## config.mk

```make
export PLATFORM = sky130hd
export DESIGN_NAME = integer_to_radix_digits_core
export DESIGN_NICKNAME = d
export VERILOG_FILES = /design/src/rtl/core/i2rd_pkg.sv /design/src/rtl/core/integer_to_radix_digits_core.sv /design/src/rtl/core/i2rd_front.sv /design/src/rtl/core/i2rd_queue.sv /design/src/rtl/core/i2rd_back.sv
export SDC_FILE = /design/constraint.sdc
export NUM_CORES = 1
export LEC_CHECK = 0
export ABC_AREA = 1
export BUFFER_PORTS_ARGS = -buffer_cell sky130_fd_sc_hd__buf_2
export CAP_MARGIN = 10
export CORE_MARGIN = 2
export CORE_UTILIZATION = 55
export DETAILED_ROUTE_END_ITERATION = 8
export HOLD_SLACK_MARGIN = 0.12
export PLACE_DENSITY = 0.72
export SLEW_MARGIN = 20
export SYNTH_ARGS = -nofsm -noshare
export SYNTH_HDL_FRONTEND = slang
export SYNTH_HIERARCHICAL = 1
export SYNTH_SLANG_ARGS = --single-unit
```

## constraint.sdc

```tcl
create_clock -name clk -period 3.9 [get_ports clk]
set_clock_uncertainty 0.05 [all_clocks]
set_input_delay 0.39 -clock clk [delete_from_list [all_inputs] [get_ports clk]]
set_output_delay 0.39 -clock clk [all_outputs]
set_load 0.02 [all_outputs]
```

## src/rtl/core/i2rd_pkg.sv

```systemverilog
// ----------------------------------------------------------------------------
// i2rd_pkg: shared types and constants for the radix digit converter
// Holds the queue item and status structs, radix limits and the digit glyph
// mapping used by the front, the queue, the back end and the top level.
// ----------------------------------------------------------------------------
`default_nettype none

package i2rd_pkg;

	// magnitude of a positive 32-bit signed value
	localparam int MAG_W = 31;
	localparam int VALUE_W = 32;
	localparam int RADIX_W = 6;
	localparam int CHAR_W = 7;
	localparam int DIGIT_W = 6;
	localparam int BIT_CNT_W = 5;
	localparam logic [BIT_CNT_W-1:0] BIT_LAST = BIT_CNT_W'(MAG_W - 1);

	localparam logic [RADIX_W-1:0] RADIX_MIN = 6'd2;
	localparam logic [RADIX_W-1:0] RADIX_MAX = 6'd36;
	localparam logic [RADIX_W-1:0] RADIX_RESET = 6'd2;

	// queue between front and back
	localparam int Q_DEPTH = 2;
	localparam int Q_PTR_W = $clog2(Q_DEPTH);
	localparam int Q_CNT_W = $clog2(Q_DEPTH + 1);

	localparam logic [DIGIT_W-1:0] DIGIT_MAX_DEC = 6'd9;
	localparam logic [CHAR_W-1:0] GLYPH_DEC_BASE = 7'd48;
	localparam logic [CHAR_W-1:0] GLYPH_ALPHA_BASE = 7'd55;
	localparam logic [CHAR_W-1:0] CHAR_DEC_FIRST = 7'd48;
	localparam logic [CHAR_W-1:0] CHAR_DEC_LAST = 7'd57;
	localparam logic [CHAR_W-1:0] CHAR_ALPHA_FIRST = 7'd65;
	localparam logic [CHAR_W-1:0] CHAR_ALPHA_LAST = 7'd90;

	typedef struct packed {
		logic             valid;
		logic [MAG_W-1:0] mag;
	} i2rd_item_t;

	typedef struct packed {
		logic full;
		logic empty;
	} i2rd_qstat_t;

	// map a digit value to its ASCII character
	function automatic logic [CHAR_W-1:0] glyph(input logic [DIGIT_W-1:0] d);
		logic [CHAR_W-1:0] dx;
		dx = {1'b0, d};
		if (d <= DIGIT_MAX_DEC) begin
			return GLYPH_DEC_BASE + dx;
		end else begin
			return GLYPH_ALPHA_BASE + dx;
		end
	endfunction

endpackage

`default_nettype wire

```

## src/rtl/core/integer_to_radix_digits_core.sv

```systemverilog
// ----------------------------------------------------------------------------
// integer_to_radix_digits_core: signed integer to ASCII digits in base 2..36
// Top level joining the input front, the magnitude queue and the back end.
// ----------------------------------------------------------------------------
// Each beat on the input carries a signed 32-bit value. Values of zero or
// below produce no output. A positive value produces its digits in the
// current radix, most significant first, as ASCII '0'..'9' and 'A'..'Z',
// with last_digit set on the final digit. The radix register takes writes
// through radix_we / radix_wdata; writes below 2 store 2 and above 36 store
// 36; reset value is 2. Write it only while no conversion is in flight.
// The back end divides with one quotient bit per cycle, so each digit costs
// 31 division steps; each digit is then read back from the digit store and
// loaded into the output register. A value has up to 31 digits, in base 2.
// Up to three further values wait in the queue and the input stage while
// one is converted.
// Results beyond MAX_DIGITS digits are cut to the least significant ones.
// ----------------------------------------------------------------------------
`default_nettype none

module integer_to_radix_digits_core #(
	parameter int MAX_DIGITS = 32
) (
	input  wire logic                                  clk,
	input  wire logic                                  arst_n,
	input  wire logic                                  in_valid,
	output logic                                       in_stall,
	input  wire logic signed [i2rd_pkg::VALUE_W-1:0]   value,
	input  wire logic                                  radix_we,
	input  wire logic [i2rd_pkg::RADIX_W-1:0]          radix_wdata,
	output logic                                       out_valid,
	input  wire logic                                  out_stall,
	output logic [i2rd_pkg::CHAR_W-1:0]                digit_char,
	output logic                                       last_digit
);

	i2rd_pkg::i2rd_item_t            push;
	i2rd_pkg::i2rd_qstat_t           qstat;
	logic                            pop;
	logic [i2rd_pkg::MAG_W-1:0]      head;
	logic [i2rd_pkg::RADIX_W-1:0]    radix;

	i2rd_front u_front (
		.clk         (clk),
		.arst_n      (arst_n),
		.in_valid    (in_valid),
		.in_stall    (in_stall),
		.value       (value),
		.radix_we    (radix_we),
		.radix_wdata (radix_wdata),
		.qstat       (qstat),
		.push        (push),
		.radix       (radix)
	);

	i2rd_queue u_queue (
		.clk    (clk),
		.arst_n (arst_n),
		.push   (push),
		.pop    (pop),
		.qstat  (qstat),
		.head   (head)
	);

	i2rd_back #(
		.MAX_DIGITS (MAX_DIGITS)
	) u_back (
		.clk        (clk),
		.arst_n     (arst_n),
		.qstat      (qstat),
		.head       (head),
		.pop        (pop),
		.radix      (radix),
		.out_valid  (out_valid),
		.out_stall  (out_stall),
		.digit_char (digit_char),
		.last_digit (last_digit)
	);

	// back end never pops an empty queue
	a_pop_not_empty: assert property (@(posedge clk) disable iff (!arst_n)
		pop |-> !qstat.empty)
		else $error("pop from empty queue");

	// the input stalls only while the front holds a beat for a full queue
	a_stall_full: assert property (@(posedge clk) disable iff (!arst_n)
		in_stall |-> (push.valid && qstat.full))
		else $error("input stalled without a full queue");

	// emitted characters are legal digit glyphs
	a_char_range: assert property (@(posedge clk) disable iff (!arst_n)
		out_valid |-> ((digit_char >= i2rd_pkg::CHAR_DEC_FIRST &&
			digit_char <= i2rd_pkg::CHAR_DEC_LAST) ||
			(digit_char >= i2rd_pkg::CHAR_ALPHA_FIRST &&
			digit_char <= i2rd_pkg::CHAR_ALPHA_LAST)))
		else $error("digit character out of range");

endmodule

`default_nettype wire

```

## src/rtl/core/i2rd_front.sv

```systemverilog
// ----------------------------------------------------------------------------
// i2rd_front: input stage and radix register
// Accepts input beats, drops values of zero or below, and holds each positive
// magnitude in one stage until the queue takes it. Holds the clamped radix.
// ----------------------------------------------------------------------------
`default_nettype none

module i2rd_front (
	input  wire logic                                   clk,
	input  wire logic                                   arst_n,
	input  wire logic                                   in_valid,
	output logic                                        in_stall,
	input  wire logic signed [i2rd_pkg::VALUE_W-1:0]    value,
	input  wire logic                                   radix_we,
	input  wire logic [i2rd_pkg::RADIX_W-1:0]           radix_wdata,
	input  wire i2rd_pkg::i2rd_qstat_t                  qstat,
	output i2rd_pkg::i2rd_item_t                        push,
	output logic [i2rd_pkg::RADIX_W-1:0]                radix
);

	logic                          valid_s1;
	logic [i2rd_pkg::MAG_W-1:0]    mag_s1;
	logic [i2rd_pkg::RADIX_W-1:0]  radix_q;
	logic                          accept;
	logic                          keep;
	logic                          move;

	// stall only while the stage is held by a full queue
	assign in_stall = valid_s1 & qstat.full;
	assign accept   = in_valid & ~in_stall;
	assign keep     = accept & ~value[i2rd_pkg::VALUE_W-1] & (value != '0);
	assign move     = valid_s1 & ~qstat.full;

	assign push.valid = valid_s1;
	assign push.mag   = mag_s1;
	assign radix      = radix_q;

	// advance the input stage
	always_ff @(posedge clk or negedge arst_n) begin
		if (!arst_n) begin
			valid_s1 <= 1'b0;
		end else if (keep) begin
			valid_s1 <= 1'b1;
		end else if (move) begin
			valid_s1 <= 1'b0;
		end
	end

	always_ff @(posedge clk) begin
		if (keep) begin
			mag_s1 <= value[i2rd_pkg::MAG_W-1:0];
		end
	end

	// clamp radix writes into the legal range
	always_ff @(posedge clk or negedge arst_n) begin
		if (!arst_n) begin
			radix_q <= i2rd_pkg::RADIX_RESET;
		end else if (radix_we) begin
			if (radix_wdata < i2rd_pkg::RADIX_MIN) begin
				radix_q <= i2rd_pkg::RADIX_MIN;
			end else if (radix_wdata > i2rd_pkg::RADIX_MAX) begin
				radix_q <= i2rd_pkg::RADIX_MAX;
			end else begin
				radix_q <= radix_wdata;
			end
		end
	end

endmodule

`default_nettype wire

```

## src/rtl/core/i2rd_queue.sv

```systemverilog
// ----------------------------------------------------------------------------
// i2rd_queue: short magnitude queue
// Register FIFO between the front and the back end so that each side can
// stall on its own.
// ----------------------------------------------------------------------------
`default_nettype none

module i2rd_queue (
	input  wire logic                         clk,
	input  wire logic                         arst_n,
	input  wire i2rd_pkg::i2rd_item_t         push,
	input  wire logic                         pop,
	output i2rd_pkg::i2rd_qstat_t             qstat,
	output logic [i2rd_pkg::MAG_W-1:0]        head
);

	logic [i2rd_pkg::MAG_W-1:0]   slot_q [i2rd_pkg::Q_DEPTH];
	logic [i2rd_pkg::Q_PTR_W-1:0] wr_ptr_q;
	logic [i2rd_pkg::Q_PTR_W-1:0] rd_ptr_q;
	logic [i2rd_pkg::Q_CNT_W-1:0] cnt_q;
	logic                         do_push;
	logic                         do_pop;

	assign qstat.full  = (cnt_q == i2rd_pkg::Q_CNT_W'(i2rd_pkg::Q_DEPTH));
	assign qstat.empty = (cnt_q == '0);
	assign do_push     = push.valid & ~qstat.full;
	assign do_pop      = pop & ~qstat.empty;
	assign head        = slot_q[rd_ptr_q];

	// store the pushed beat
	always_ff @(posedge clk) begin
		if (do_push) begin
			slot_q[wr_ptr_q] <= push.mag;
		end
	end

	// advance pointers and fill count
	always_ff @(posedge clk or negedge arst_n) begin
		if (!arst_n) begin
			wr_ptr_q <= '0;
			rd_ptr_q <= '0;
			cnt_q    <= '0;
		end else begin
			if (do_push) begin
				wr_ptr_q <= wr_ptr_q + 1'b1;
			end
			if (do_pop) begin
				rd_ptr_q <= rd_ptr_q + 1'b1;
			end
			if (do_push && !do_pop) begin
				cnt_q <= cnt_q + 1'b1;
			end else if (do_pop && !do_push) begin
				cnt_q <= cnt_q - 1'b1;
			end
		end
	end

endmodule

`default_nettype wire

```

## src/rtl/core/i2rd_back.sv

```systemverilog
// ----------------------------------------------------------------------------
// i2rd_back: division and digit emission
// Takes magnitudes from the queue, divides them by the radix one quotient
// bit per cycle, stores each remainder, then emits the digits in reverse
// order through an output register.
// ----------------------------------------------------------------------------
`default_nettype none

module i2rd_back #(
	parameter int MAX_DIGITS = 32
) (
	input  wire logic                               clk,
	input  wire logic                               arst_n,
	input  wire i2rd_pkg::i2rd_qstat_t              qstat,
	input  wire logic [i2rd_pkg::MAG_W-1:0]         head,
	output logic                                    pop,
	input  wire logic [i2rd_pkg::RADIX_W-1:0]       radix,
	output logic                                    out_valid,
	input  wire logic                               out_stall,
	output logic [i2rd_pkg::CHAR_W-1:0]             digit_char,
	output logic                                    last_digit
);

	localparam int IDX_W = $clog2(MAX_DIGITS);
	localparam int CNT_W = $clog2(MAX_DIGITS + 1);
	localparam logic [CNT_W-1:0] CNT_FULL = CNT_W'(MAX_DIGITS - 1);

	typedef enum logic [3:0] {
		ST_IDLE  = 4'b0001,
		ST_DIV   = 4'b0010,
		ST_FETCH = 4'b0100,
		ST_EMIT  = 4'b1000
	} i2rd_state_t;

	i2rd_state_t                     state_q;
	logic [i2rd_pkg::MAG_W-1:0]      quo_q;
	logic [i2rd_pkg::DIGIT_W-1:0]    rem_q;
	logic [i2rd_pkg::BIT_CNT_W-1:0]  bit_q;
	logic [CNT_W-1:0]                cnt_q;
	logic [IDX_W-1:0]                rd_idx_q;
	logic [i2rd_pkg::DIGIT_W-1:0]    rd_data_q;
	logic [i2rd_pkg::DIGIT_W-1:0]    store_mem [MAX_DIGITS];
	logic                            out_valid_q;
	logic [i2rd_pkg::CHAR_W-1:0]     char_q;
	logic                            last_q;

	logic [i2rd_pkg::DIGIT_W:0]      r2;
	logic [i2rd_pkg::DIGIT_W:0]      rdx;
	logic                            ge;
	logic [i2rd_pkg::DIGIT_W-1:0]    rem_nx;
	logic [i2rd_pkg::MAG_W-1:0]      quo_nx;
	logic                            digit_done;
	logic                            out_free;
	logic                            load_out;

	// one restoring division step
	assign r2     = {rem_q, quo_q[i2rd_pkg::MAG_W-1]};
	assign rdx    = {1'b0, radix};
	assign ge     = (r2 >= rdx);
	assign rem_nx = ge ? i2rd_pkg::DIGIT_W'(r2 - rdx) : r2[i2rd_pkg::DIGIT_W-1:0];
	assign quo_nx = {quo_q[i2rd_pkg::MAG_W-2:0], ge};

	assign digit_done = (state_q == ST_DIV) && (bit_q == i2rd_pkg::BIT_LAST);
	assign pop        = (state_q == ST_IDLE) && !qstat.empty;
	assign out_free   = ~out_valid_q | ~out_stall;
	assign load_out   = (state_q == ST_EMIT) && out_free;

	assign out_valid  = out_valid_q;
	assign digit_char = char_q;
	assign last_digit = last_q;

	// digit store: write a remainder per finished digit
	always_ff @(posedge clk) begin
		if (digit_done) begin
			store_mem[cnt_q[IDX_W-1:0]] <= rem_nx;
		end
	end

	// digit store: registered read
	always_ff @(posedge clk) begin
		if (state_q == ST_FETCH) begin
			rd_data_q <= store_mem[rd_idx_q];
		end
	end

	// sequence division and emission
	always_ff @(posedge clk or negedge arst_n) begin
		if (!arst_n) begin
			state_q  <= ST_IDLE;
			quo_q    <= '0;
			rem_q    <= '0;
			bit_q    <= '0;
			cnt_q    <= '0;
			rd_idx_q <= '0;
		end else begin
			case (state_q)
				ST_IDLE: begin
					if (pop) begin
						quo_q   <= head;
						rem_q   <= '0;
						bit_q   <= '0;
						cnt_q   <= '0;
						state_q <= ST_DIV;
					end
				end
				ST_DIV: begin
					quo_q <= quo_nx;
					if (digit_done) begin
						rem_q <= '0;
						bit_q <= '0;
						cnt_q <= cnt_q + 1'b1;
						// stop on a zero quotient or a full store
						if (quo_nx == '0 || cnt_q == CNT_FULL) begin
							rd_idx_q <= cnt_q[IDX_W-1:0];
							state_q  <= ST_FETCH;
						end
					end else begin
						rem_q <= rem_nx;
						bit_q <= bit_q + 1'b1;
					end
				end
				ST_FETCH: begin
					state_q <= ST_EMIT;
				end
				ST_EMIT: begin
					if (out_free) begin
						if (rd_idx_q == '0) begin
							state_q <= ST_IDLE;
						end else begin
							rd_idx_q <= rd_idx_q - 1'b1;
							state_q  <= ST_FETCH;
						end
					end
				end
				default: begin
					state_q <= ST_IDLE;
				end
			endcase
		end
	end

	// output register: hold while stalled, drop when taken
	always_ff @(posedge clk or negedge arst_n) begin
		if (!arst_n) begin
			out_valid_q <= 1'b0;
		end else if (load_out) begin
			out_valid_q <= 1'b1;
		end else if (!out_stall) begin
			out_valid_q <= 1'b0;
		end
	end

	always_ff @(posedge clk) begin
		if (load_out) begin
			char_q <= i2rd_pkg::glyph(rd_data_q);
			last_q <= (rd_idx_q == '0);
		end
	end

endmodule

`default_nettype wire
```

==> results of run 1 <==
## worst max path at each step
stage	startpoint	endpoint	slack, ns	depth (start not counted)
3_3_place_gp	u_front/radix[1]$_DFFE_PN1P_	u_back/store_mem[2][5]$_DFFE_PP_	1.24	12
4_1_cts	u_front/radix[1]$_DFFE_PN1P_	u_back/store_mem[17][5]$_DFFE_PP_	1.18	12
2_1_floorplan	u_front/radix[1]$_DFFE_PN1P_	u_back/store_mem[0][3]$_DFFE_PP_	0.67	9
6_report	u_front/radix[1]$_DFFE_PN1P_	u_back/store_mem[4][5]$_DFFE_PP_	1.15	12
5_1_grt	u_front/radix[1]$_DFFE_PN1P_	u_back/store_mem[18][5]$_DFFE_PP_	0.99	12
3_5_place_dp	u_front/radix[1]$_DFFE_PN1P_	u_back/store_mem[2][5]$_DFFE_PP_	1.18	12
## layer usage
layer	GRT usage	part of all wire	vias to the layer above
met5	0	0	-
met4	0.0705	0.023	0
met3	0.0311	0.046	57
met2	0.399	0.51	277
met1	0.286	0.42	4947
li1	-	-	4991
## final cells by class
class / count / area, µm² / share of cell area
Timing Repair Buffer: 111 / 811 / 0.0454
Clock inverter: 19 / 214 / 0.0120
Inverter: 81 / 304 / 0.0170
Sequential cell: 368 / 10700 / 0.600
Tap cell: 378 / 473 / 0.0265
Clock buffer: 50 / 1100 / 0.0616
Multi-Input combinational cell: 890 / 4240 / 0.237
## cell usage in the layout, fill, tap and decap left out, types with 2 or more instances in the layout
cell type / instances
sky130_fd_sc_hd__bufinv_16: 5
sky130_fd_sc_hd__a22o_1: 2
sky130_fd_sc_hd__nor2_4: 5
sky130_fd_sc_hd__clkinv_2: 5
sky130_fd_sc_hd__o21ai_1: 6
sky130_fd_sc_hd__dlygate4sd3_1: 38
sky130_fd_sc_hd__o22ai_1: 36
sky130_fd_sc_hd__a21oi_1: 18
sky130_fd_sc_hd__buf_2: 52
sky130_fd_sc_hd__dfstp_2: 2
sky130_fd_sc_hd__inv_1: 70
sky130_fd_sc_hd__edfxtp_1: 299
sky130_fd_sc_hd__xor2_1: 9
sky130_fd_sc_hd__nor2_1: 244
sky130_fd_sc_hd__o21ai_0: 110
sky130_fd_sc_hd__ha_1: 19
sky130_fd_sc_hd__dfrtp_1: 65
sky130_fd_sc_hd__inv_2: 8
sky130_fd_sc_hd__buf_4: 20
sky130_fd_sc_hd__o21ai_2: 5
sky130_fd_sc_hd__clkbuf_1: 5
sky130_fd_sc_hd__or2_2: 3
sky130_fd_sc_hd__xnor2_1: 4
sky130_fd_sc_hd__o211ai_1: 26
sky130_fd_sc_hd__or2_1: 2
sky130_fd_sc_hd__a22oi_1: 5
sky130_fd_sc_hd__nor2_2: 11
sky130_fd_sc_hd__dfrtp_2: 2
sky130_fd_sc_hd__clkbuf_8: 4
sky130_fd_sc_hd__nand4_1: 11
sky130_fd_sc_hd__clkinv_1: 11
sky130_fd_sc_hd__nand2_1: 307
sky130_fd_sc_hd__clkbuf_16: 41
sky130_fd_sc_hd__nand3_1: 54
sky130_fd_sc_hd__nand2_2: 4
## worst max-delay path, cell delays in order (launching register included)
cell and delay (ns):
sky130_fd_sc_hd__dfstp_2 0.55, sky130_fd_sc_hd__inv_1 0.05, sky130_fd_sc_hd__ha_1 0.30, sky130_fd_sc_hd__nand2_1 0.07, sky130_fd_sc_hd__nand2_1 0.06, sky130_fd_sc_hd__nand2_1 0.09, sky130_fd_sc_hd__nor2_1 0.05, sky130_fd_sc_hd__nor2_2 0.10
sky130_fd_sc_hd__buf_4 0.20, sky130_fd_sc_hd__inv_1 0.07, sky130_fd_sc_hd__or2_2 0.28, sky130_fd_sc_hd__nand2_1 0.06, sky130_fd_sc_hd__inv_1 0.38
## kinds of logic (layout without fill, tap and decap cells)
kind of cell,count (synthesis),after routing,synth area share
simple gates,646,646,0.170
compound gates,210,210,0.0763
fa+ha+maj,20,20,0.0166
xor+xnor,13,13,0.00732
buf+inv,142,261,0.0410
mux,1,1,0.000643
flops,368,368,0.688
## registers in the layout, summed over array words and instances (netlist names), 2 cells and up
name               cells
u_back/state_q         4
u_back/rd_idx_q        5
u_front/mag_s1        31
u_back/quo_q          31
u_back/bit_q           5
u_back/digit_char      7
u_back/rd_data_q       6
u_queue/slot_q        62
u_back/rem_q           6
u_front/radix          6
u_queue/cnt_q          2
u_back/store_mem     192
u_back/cnt_q           6
## stage by stage
step	util	setup WS (ns)	instance area (µm²)	cells	hold slack (ns)
final	0.641	1.15	17800	1897	0.151
after global routing	0.641	0.994	17800	1897	0.154
after CTS	0.641	1.18	17800	1897	0.128
after detailed placement	0.580	1.18	16200	1790	0.380
after global placement	0.580	1.24	16200	1790	0.372
after floorplan	-	0.666	15600	1400	0.0444
## report_power, final
part	switching (W)	internal [W]
clock	0.00141	0.00231
combinational	0.00132	0.000472
sequential	0.000209	0.00539
total	0.00294	0.00817
==> metrics.yaml, run 1 <==
outcome:
  run_status: "finished, final reports clean"
detailed_routing:
  detail_route.wirelength_um: 31900
  via_count: 10300
  detail_route.wl_per_cell_um: 16.8
  initialDrtViolationCount: 988
  routed_via_count_divided_by_cell_count: 5.41
  post-route-drc-count: 0
  drt-pass1-iter-count: 6
  drt.antenna.violating_nets: 0
global_routing:
  grt_max_degree: 74
  grt_overflow_total: 0
  grt_pass1_vias: 10200
  antenna_found_initial: 0
  global_route_wire_length_before_repair_um: 51700
  grtUsageTotal: 0.224
place:
  place.detailed.hpwl_um: 19600
  finalWeightedCongestion: 0.800
  io_buffers: 52
synthesis:
  largest_area_contributor_in_the_netlist: "sky130_fd_sc_hd__edfxtp_1"
  synth.top_cells.by_area: "sky130_fd_sc_hd__edfxtp_1 58%, sky130_fd_sc_hd__dfrtp_1 11%, sky130_fd_sc_hd__nand2_1 7.4%, sky130_fd_sc_hd__nor2_1 5.9%, sky130_fd_sc_hd__o21ai_0 3.7%"
  postSynth.asyncResetShare: 0.188
  postSynth.topFlopCell: "sky130_fd_sc_hd__edfxtp_1"
  post_synth_edffs: 299
  synthesis.nets: 1463
  yosys_warnings: 6
  synth.distinct_cells: 40
  netlist_area_um2: 15600
  avgSynthCellArea_um2: 11.1
  synth-seq-cells: 368
  syn_inst: 1400
  synth_top_area_frac: 0.577
  synth_seq_area_share: 0.688
  yosys-top-cells-count: "307 x sky130_fd_sc_hd__nand2_1, 299 x sky130_fd_sc_hd__edfxtp_1, 245 x sky130_fd_sc_hd__nor2_1"
  yosysMostFrequentCell: "sky130_fd_sc_hd__nand2_1"
min_path:
  hold_end: "u_front/radix[1]$_DFFE_PN1P_"
  hold_start: "radix_wdata[1]"
  hold_depth: 3
  hp-class: "in -> reg"
setup_path:
  worstRegToRegCells: 12
  timing.reg2reg.setup_slack_ns: 1.15
  required_ns: 3.94
  type_of_the_setup_path_with_the_least_slack: "reg -> reg"
  rr_startpoint: "u_front/radix[1]$_DFFE_PN1P_"
  worstSetupEndpointType: "flip-flop"
  crit_path_max_fanout: 32
  setup.worst_path.start_class: "flip-flop"
  worst_r2r_endpoint: "u_back/store_mem[4][5]$_DFFE_PP_"
  cp_data_arrival_time_ns: 2.79
final_layout:
  num_antenna_cells: 0
  area_delta_synth_final_pct: 14.7
  finalNetCount: 1553
  fillers: 2092
  post_route_cells_drive_above_1_share: 0.114
timing:
  setup_repair_after_global_routing_missed_its_margin: "no"
  maxSlewViolCount: 0
  fin_crit_sh: 0.705
  clock.fmax_ghz: 0.363
  max_slew.worst_pin.slew_ns: 0.921
  timing.slew.headroom: 0.385
  finalHoldViolCount: 0
  min_period_ns: 2.75
  totalNegativeSetupSlack_ns: 0
  finalSetupViolations: 0
floorplanning:
  die_boundary_width_um: 172
  dieArea_um2: 29700
  top_level_ports: 53
  core_area_um2: 27900
  starting_density_of_the_core: 0.559
  fp-row-count: 61
  die_h_um: 172
clock_tree:
  clk_sink_count: 368
  ctsHtreeMaxLevel: 2
  post-cts-setup-buffer-count: 0
  post_cts_resized: 0
  cts.path.max_buffers: 3
  numCtsBuffers: 38
  cts_hold_buf: 38
  worstSkewPairLatency_ns: 0.52
  cts_tree: "yes"
  clkTransAtPathRegs_ns: 0.06
  clk_root_buffer_cell: "sky130_fd_sc_hd__clkbuf_16"
pwr:
  total_power_w: 0.0111
  max-vdd-ir-drop_uv: 601
  cellPowerDensity_nw_per_um2: 623
  total_leakage_power_nw: 6.87
run:
  max-cap-violations: 0
Power figures use the tool's default switching activity.
==> inputs of run 2 (changes only) <==
clock period = 2.8 ns   (was 3.9 ns; I/O delays follow)
==> run 2 against run 1 <==
Core utilization up 0.38 points. Via count up 0.53%. Sequential share of layout area down 0.35 points. Clock power up 35%. Combinational power up 44%. Global-route usage up 0.093 points. Worst setup slack worse by 0.90 ns. First-iteration DRC count down 20%. Routed wire length up 0.29%. Critical path type unchanged. Largest cell class unchanged.
==> metrics.yaml, run 2 (synthesis results as in run 1) <==
place:
  finalWeightedCongestion: 0.861  # +7.6%
  place.detailed.hpwl_um: 19900  # +1.1%
  placed_area_um2: 16200  # +0.57%
  io_buffers: 52  # unchanged
floorplanning:
  top_level_ports: 53  # unchanged
  core_area_um2: 27900  # unchanged
  fp-row-count: 61  # unchanged
  die_boundary_width_um: 172  # unchanged
  starting_density_of_the_core: 0.559  # unchanged
  die_h_um: 172  # unchanged
  dieArea_um2: 29700  # unchanged
detailed_routing:
  detail_route.wirelength_um: 31900  # +0.29%
  initialDrtViolationCount: 786  # -20%
  detail_route.wl_per_cell_um: 16.7  # -0.55%
  drt-pass1-iter-count: 5  # -1
  via_count: 10300  # +0.53%
  post-route-drc-count: 0  # unchanged
  drt.antenna.violating_nets: 0  # unchanged
  routed_via_count_divided_by_cell_count: 5.40  # -0.32%
global_routing:
  antenna_found_initial: 0  # unchanged
  grt_pass1_vias: 10500  # +3.4%
  grt_max_degree: 74  # unchanged
  grtUsageTotal: 0.225  # +0.000931
  global_route_wire_length_before_repair_um: 52300  # +1.2%
  grt_overflow_total: 0  # unchanged
timing:
  min_period_ns: 2.55  # -0.197 ns
  max_slew.worst_pin.slew_ns: 0.898  # -0.0235 ns
  finalHoldViolCount: 0  # unchanged
  setup_repair_after_global_routing_missed_its_margin: "no"
  totalNegativeSetupSlack_ns: 0  # unchanged
  timing.slew.headroom: 0.399  # +0.0141
  finalSetupViolations: 0  # unchanged
  clock.fmax_ghz: 0.392  # +7.7%
  maxSlewViolCount: 0  # unchanged
  fin_crit_sh: 0.912  # +0.207
outcome:
  run_status: "finished, final reports clean"
clock_tree:
  clk_sink_count: 368  # unchanged
  numCtsBuffers: 38  # unchanged
  cts_hold_buf: 45  # +18%
  clk_root_buffer_cell: "sky130_fd_sc_hd__clkbuf_16"
  post_cts_resized: 0  # unchanged
  clkTransAtPathRegs_ns: 0.06  # about the same
  ctsHtreeMaxLevel: 2  # unchanged
  post-cts-setup-buffer-count: 0  # unchanged
  cts_tree: "yes"
  worstSkewPairLatency_ns: 0.52  # about the same
  cts.path.max_buffers: 3  # unchanged
setup_path:
  timing.reg2reg.setup_slack_ns: 0.25  # -0.90 ns
  required_ns: 2.97  # -0.97 ns
  setup.worst_path.start_class: "flip-flop"
  crit_slowest_cell: "sky130_fd_sc_hd__dfstp_2"
  type_of_the_setup_path_with_the_least_slack: "reg -> reg"
  crit_path_max_fanout: 32  # unchanged
  cp_data_arrival_time_ns: 2.73  # -0.06 ns
  cell_repeated_most_along_the_worst_path: "sky130_fd_sc_hd__nand2_1"
  worstSetupEndpointType: "flip-flop"
  critPathMaxStageDelay_ns: 0.56  # about the same
  cp_cell_sequence: "inv_1 > ha_1 > nand2_1 > nand2_1 > nand2_1 > nor2_1 > nor2_2 > inv_1 > or2_2 > nand2_1 > inv_1 > buf_4"
final_layout:
  design_area_um2: 18000  # +0.59%
  post_route_cells_drive_above_1_share: 0.115  # +0.000767
  area_delta_synth_final_pct: 15.4
  mostFrequentLayoutCell: "sky130_fd_sc_hd__nand2_1"
  layout.cells.most_common_list: "307 x sky130_fd_sc_hd__nand2_1, 299 x sky130_fd_sc_hd__edfxtp_1, 244 x sky130_fd_sc_hd__nor2_1"
  num_antenna_cells: 0  # unchanged
  max_ffs_per_register: 192  # unchanged
  finalNetCount: 1569  # +1.0%
pwr:
  p_seq_frac: 0.506  # +0.002
  p_sw_frac: 0.267  # +0.00236
  power.switching_w: 0.00411  # +40%
  total_power_w: 0.0154  # +39%
  total_leakage_power_nw: 6.92  # +0.68%
  cellPowerDensity_nw_per_um2: 858  # +38%
  clock_power_share: 0.327  # -0.008
  p_int_w: 0.0113  # +38%
  combinationalPowerShare: 0.167  # +0.006
  max-vdd-ir-drop_uv: 573  # -4.6%
run:
  max-cap-violations: 0  # unchanged
min_path:
  hp-class: "in -> reg"
run 2: per-layer routing:
metal,vias up,track usage,part of all wire
met5,-,0,0
met4,0,0.0720,0.024
li1,5003,-,-
met3,61,0.0316,0.049
met1,4972,0.284,0.41
met2,290,0.403,0.51
run 2: per-stage QoR:
stage                     hold slack [ns]  instances  setup slack, ns   util
after floorplan                   -0.0656       1400           -0.434      -
after global placement              0.355       1799            0.362  0.583
after detailed placement            0.352       1799            0.292  0.583
after CTS                           0.162       1913            0.257  0.644
after global routing                0.218       1913           0.0608  0.644
final                               0.190       1913            0.246  0.644
run 2: power groups by stage:
stage,Sequential [W],Clock [W],Combinational (W)
global placement,0.00787,0,0.00245
detailed placement,0.00789,0,0.00253
CTS,0.00779,0.00513,0.00259
floorplan,0.00789,0,0.00141
finish,0.00780,0.00504,0.00257
global route,0.00784,0.00532,0.00288
run 2: layout make-up:
cell class	count	area (µm²)
sequential	368	10700
fill	2062	9900
multi-input combinational	890	4240
clock buffer	52	1080
timing repair buffer	127	973
tap	378	473
inverter	81	304
clock inverter	17	179
run 2: final timing paths:
check | start | endpoint | cells after the start
hold / removal | in_valid | u_front/valid_s1$_DFFE_PN0P_ | 5
hold reg to reg | u_front/mag_s1[24]$_DFFE_PP_ | u_queue/slot_q[0][24]$_DFFE_PP_ | 0
setup reg to reg | u_front/radix[1]$_DFFE_PN1P_ | u_back/store_mem[4][5]$_DFFE_PP_ | 12
setup / recovery | u_front/radix[1]$_DFFE_PN1P_ | u_back/store_mem[4][5]$_DFFE_PP_ | 12
max in group asynchronous | arst_n | u_front/radix[1]$_DFFE_PN1P_ | 3
min in group asynchronous | arst_n | u_queue/cnt_q[0]$_DFFE_PN0P_ | 2
run 2: critical path: cells and delay by family, from the launching register on:
family	cells	cell delay (ns)
buffers and inverters	4	0.42
flip-flops	1	0.56
adder cells (fa/ha/maj)	1	0.31
AND/OR/NAND/NOR	7	0.92
==> inputs of run 3 (changes only) <==
CTS_BUF_LIST = sky130_fd_sc_hd__clkbuf_4 sky130_fd_sc_hd__clkbuf_8   (was not set)
==> run 3 against run 2 <==
Cell count grew 2.1%. Routed wire length is 0.18% higher. Flip-flop and latch count is the same. Core utilization barely moved. Worst setup slack improved by 0.0046 ns. Critical endpoint is now u_back/store_mem[26][5]$_DFFE_PP_. Highest routed layer unchanged.
==> metrics.yaml, run 3 (synthesis results as in run 1) <==
clock_tree:
  clk_root_buffer_cell: "sky130_fd_sc_hd__clkbuf_8"
  worstSkewPairLatency_ns: 0.59  # +0.07 ns
  ctsHtreeMaxLevel: 2  # unchanged
  clk_sink_count: 368  # unchanged
  cts_tree: "yes"
  numCtsBuffers: 57  # +50%
  clkTransAtPathRegs_ns: 0.06  # about the same
  cts.path.max_buffers: 3  # unchanged
  post-cts-setup-buffer-count: 0  # unchanged
detailed_routing:
  detail_route.wl_per_cell_um: 16.4  # -1.9%
  wl_met2_um: 16500  # +0.60%
  initialDrtViolationCount: 769  # -2.2%
  post-route-drc-count: 0  # unchanged
  wl_met3_um: 1680  # +7.0%
  routed_via_count_divided_by_cell_count: 5.35  # -0.94%
  routed.top_layer: "met4"
  met1_length_um: 13000  # -1.2%
  via_count: 10400  # +1.2%
  detail_route.wirelength_um: 32000  # +0.18%
  drt.antenna.violating_nets: 0  # unchanged
  drt-pass1-iter-count: 5  # unchanged
timing:
  maxSlewViolCount: 0  # unchanged
  max_slew.worst_pin.slew_ns: 0.894  # -0.00361 ns
  finalHoldViolCount: 0  # unchanged
  timing.slew.headroom: 0.402  # +0.00241
  clock.fmax_ghz: 0.392  # +0.18%
  finalSetupViolations: 0  # unchanged
  setup_ws_ns: 0.251  # +0.00463 ns
  finalHoldWorstSlack_ns: 0.270  # +0.0799 ns
  min_period_ns: 2.55  # -0.00463 ns
  setup_repair_after_global_routing_missed_its_margin: "no"
  fin_crit_sh: 0.910  # -0.00166
final_layout:
  fillers: 2103  # +2.0%
  mostFrequentLayoutCell: "sky130_fd_sc_hd__nand2_1"
  layout.cells.most_common_list: "307 x sky130_fd_sc_hd__nand2_1, 299 x sky130_fd_sc_hd__edfxtp_1, 244 x sky130_fd_sc_hd__nor2_1"
  area_delta_synth_final_pct: 15.3  # about the same
  post_route_cells_drive_above_1_share: 0.143  # +0.0281
  max_ffs_per_register: 192  # unchanged
  num_antenna_cells: 0  # unchanged
  finalNetCount: 1590  # +1.3%
  layout.cells.non_filler: 1954  # +2.1%
  design_area_um2: 17900  # about the same
floorplanning:
  dieArea_um2: 29700  # unchanged
  starting_density_of_the_core: 0.559  # unchanged
  die_h_um: 172  # unchanged
  core_area_um2: 27900  # unchanged
  top_level_ports: 53  # unchanged
  die_boundary_width_um: 172  # unchanged
  fp-row-count: 61  # unchanged
place:
  place.detailed.hpwl_um: 19900  # unchanged
  place_ws_ns: 0.292  # unchanged
  placed_area_um2: 16200  # unchanged
  finalWeightedCongestion: 0.861  # unchanged
  numPlacedInstances: 1799  # unchanged
  io_buffers: 52  # unchanged
setup_path:
  setup.worst_path.start_class: "flip-flop"
  crit_slowest_cell: "sky130_fd_sc_hd__dfstp_2"
  cp_cell_sequence: "inv_1 > ha_1 > nand2_1 > nand2_1 > nand2_1 > nor2_1 > nor2_2 > inv_1 > or2_2 > nand2_1 > inv_1 > buf_4"
  cell_repeated_most_along_the_worst_path: "sky130_fd_sc_hd__nand2_1"
  crit_path_max_fanout: 32  # unchanged
  cp_data_arrival_time_ns: 2.79  # +0.06 ns
  timing.reg2reg.setup_slack_ns: 0.25  # about the same
  worstRegToRegCells: 12  # unchanged
  required_ns: 3.04  # +0.07 ns
  type_of_the_setup_path_with_the_least_slack: "reg -> reg"
  critPathMaxStageDelay_ns: 0.56  # about the same
  rr_startpoint: "u_front/radix[1]$_DFFE_PN1P_"
  worstSetupEndpointType: "flip-flop"
  worst_r2r_endpoint: "u_back/store_mem[26][5]$_DFFE_PP_"
global_routing:
  grt_pass1_vias: 10600  # +0.81%
  global_route_wire_length_before_repair_um: 52400  # +0.11%
  grt_overflow_total: 0  # unchanged
  antenna_found_initial: 0  # unchanged
  grt_max_degree: 74  # unchanged
  grtUsageTotal: 0.226  # +0.000701
pwr:
  total_power_w: 0.0151  # -2.3%
  total_leakage_power_nw: 6.98  # +0.79%
  cellPowerDensity_nw_per_um2: 839  # -2.2%
  max-vdd-ir-drop_uv: 707  # +23%
min_path:
  hp-class: "in -> async"
outcome:
  run_status: "finished, final reports clean"
run:
  max-cap-violations: 0  # unchanged
[run 3: worst max-delay path by stage]
stage,startpoint,to,cells after the start
after floorplan,u_front/radix[1]$_DFFE_PN1P_,u_back/store_mem[0][3]$_DFFE_PP_,9
after global placement,u_front/radix[1]$_DFFE_PN1P_,u_back/store_mem[6][5]$_DFFE_PP_,12
after detailed placement,u_front/radix[1]$_DFFE_PN1P_,u_back/store_mem[1][5]$_DFFE_PP_,12
after CTS,u_front/radix[1]$_DFFE_PN1P_,u_back/store_mem[22][5]$_DFFE_PP_,12
after global routing,u_front/radix[1]$_DFFE_PN1P_,u_back/store_mem[26][5]$_DFFE_PP_,12
final,u_front/radix[1]$_DFFE_PN1P_,u_back/store_mem[26][5]$_DFFE_PP_,12
[run 3: critical path: cells and delay by family (launching register included)]
family / cells / cell delay [ns]
adders and majority gates: 1 / 0.30
and+or+nand+nor: 7 / 0.92
DFF: 1 / 0.56
buffers and inverters: 4 / 0.42
[run 3: what timing repair did]
item | 4_1_cts | 5_1_grt
endpoints found under the hold margin | 70 | 0
resized for setup | 0 | 0
hold buffers | 47 | 0
[run 3: power by group]
part	internal [W]	leakage, nW	switching, W
Clock	0.00268	0.655	0.00201
Sequential	0.00749	3.53	0.000295
Combinational	0.000742	2.79	0.00183
[run 3: per-stage QoR]
stage	util	TNS (ns)
floorplan	-	-64.41
global placement	0.583	0
detailed placement	0.583	0
CTS	0.644	0
global route	0.644	0
finish	0.644	0
[run 3: area by class of cell]
class                   instances  area, µm²  area share
clock inverters                20        178     0.00990
multi-input cells             890       4240       0.236
well taps                     378        473      0.0263
inverters                      81        304      0.0169
flip-flops and latches        368      10700       0.597
repair buffers                129        993      0.0553
clock buffers                  88       1050      0.0588
[run 3: metal layers]
| layer | global-route usage | up-vias |
|---|---|---|
| met4 | 0.0764 | 0 |
| met5 | 0 | - |
| met2 | 0.407 | 311 |
| met1 | 0.278 | 5012 |
| met3 | 0.0343 | 61 |
| li1 | - | 5064 |
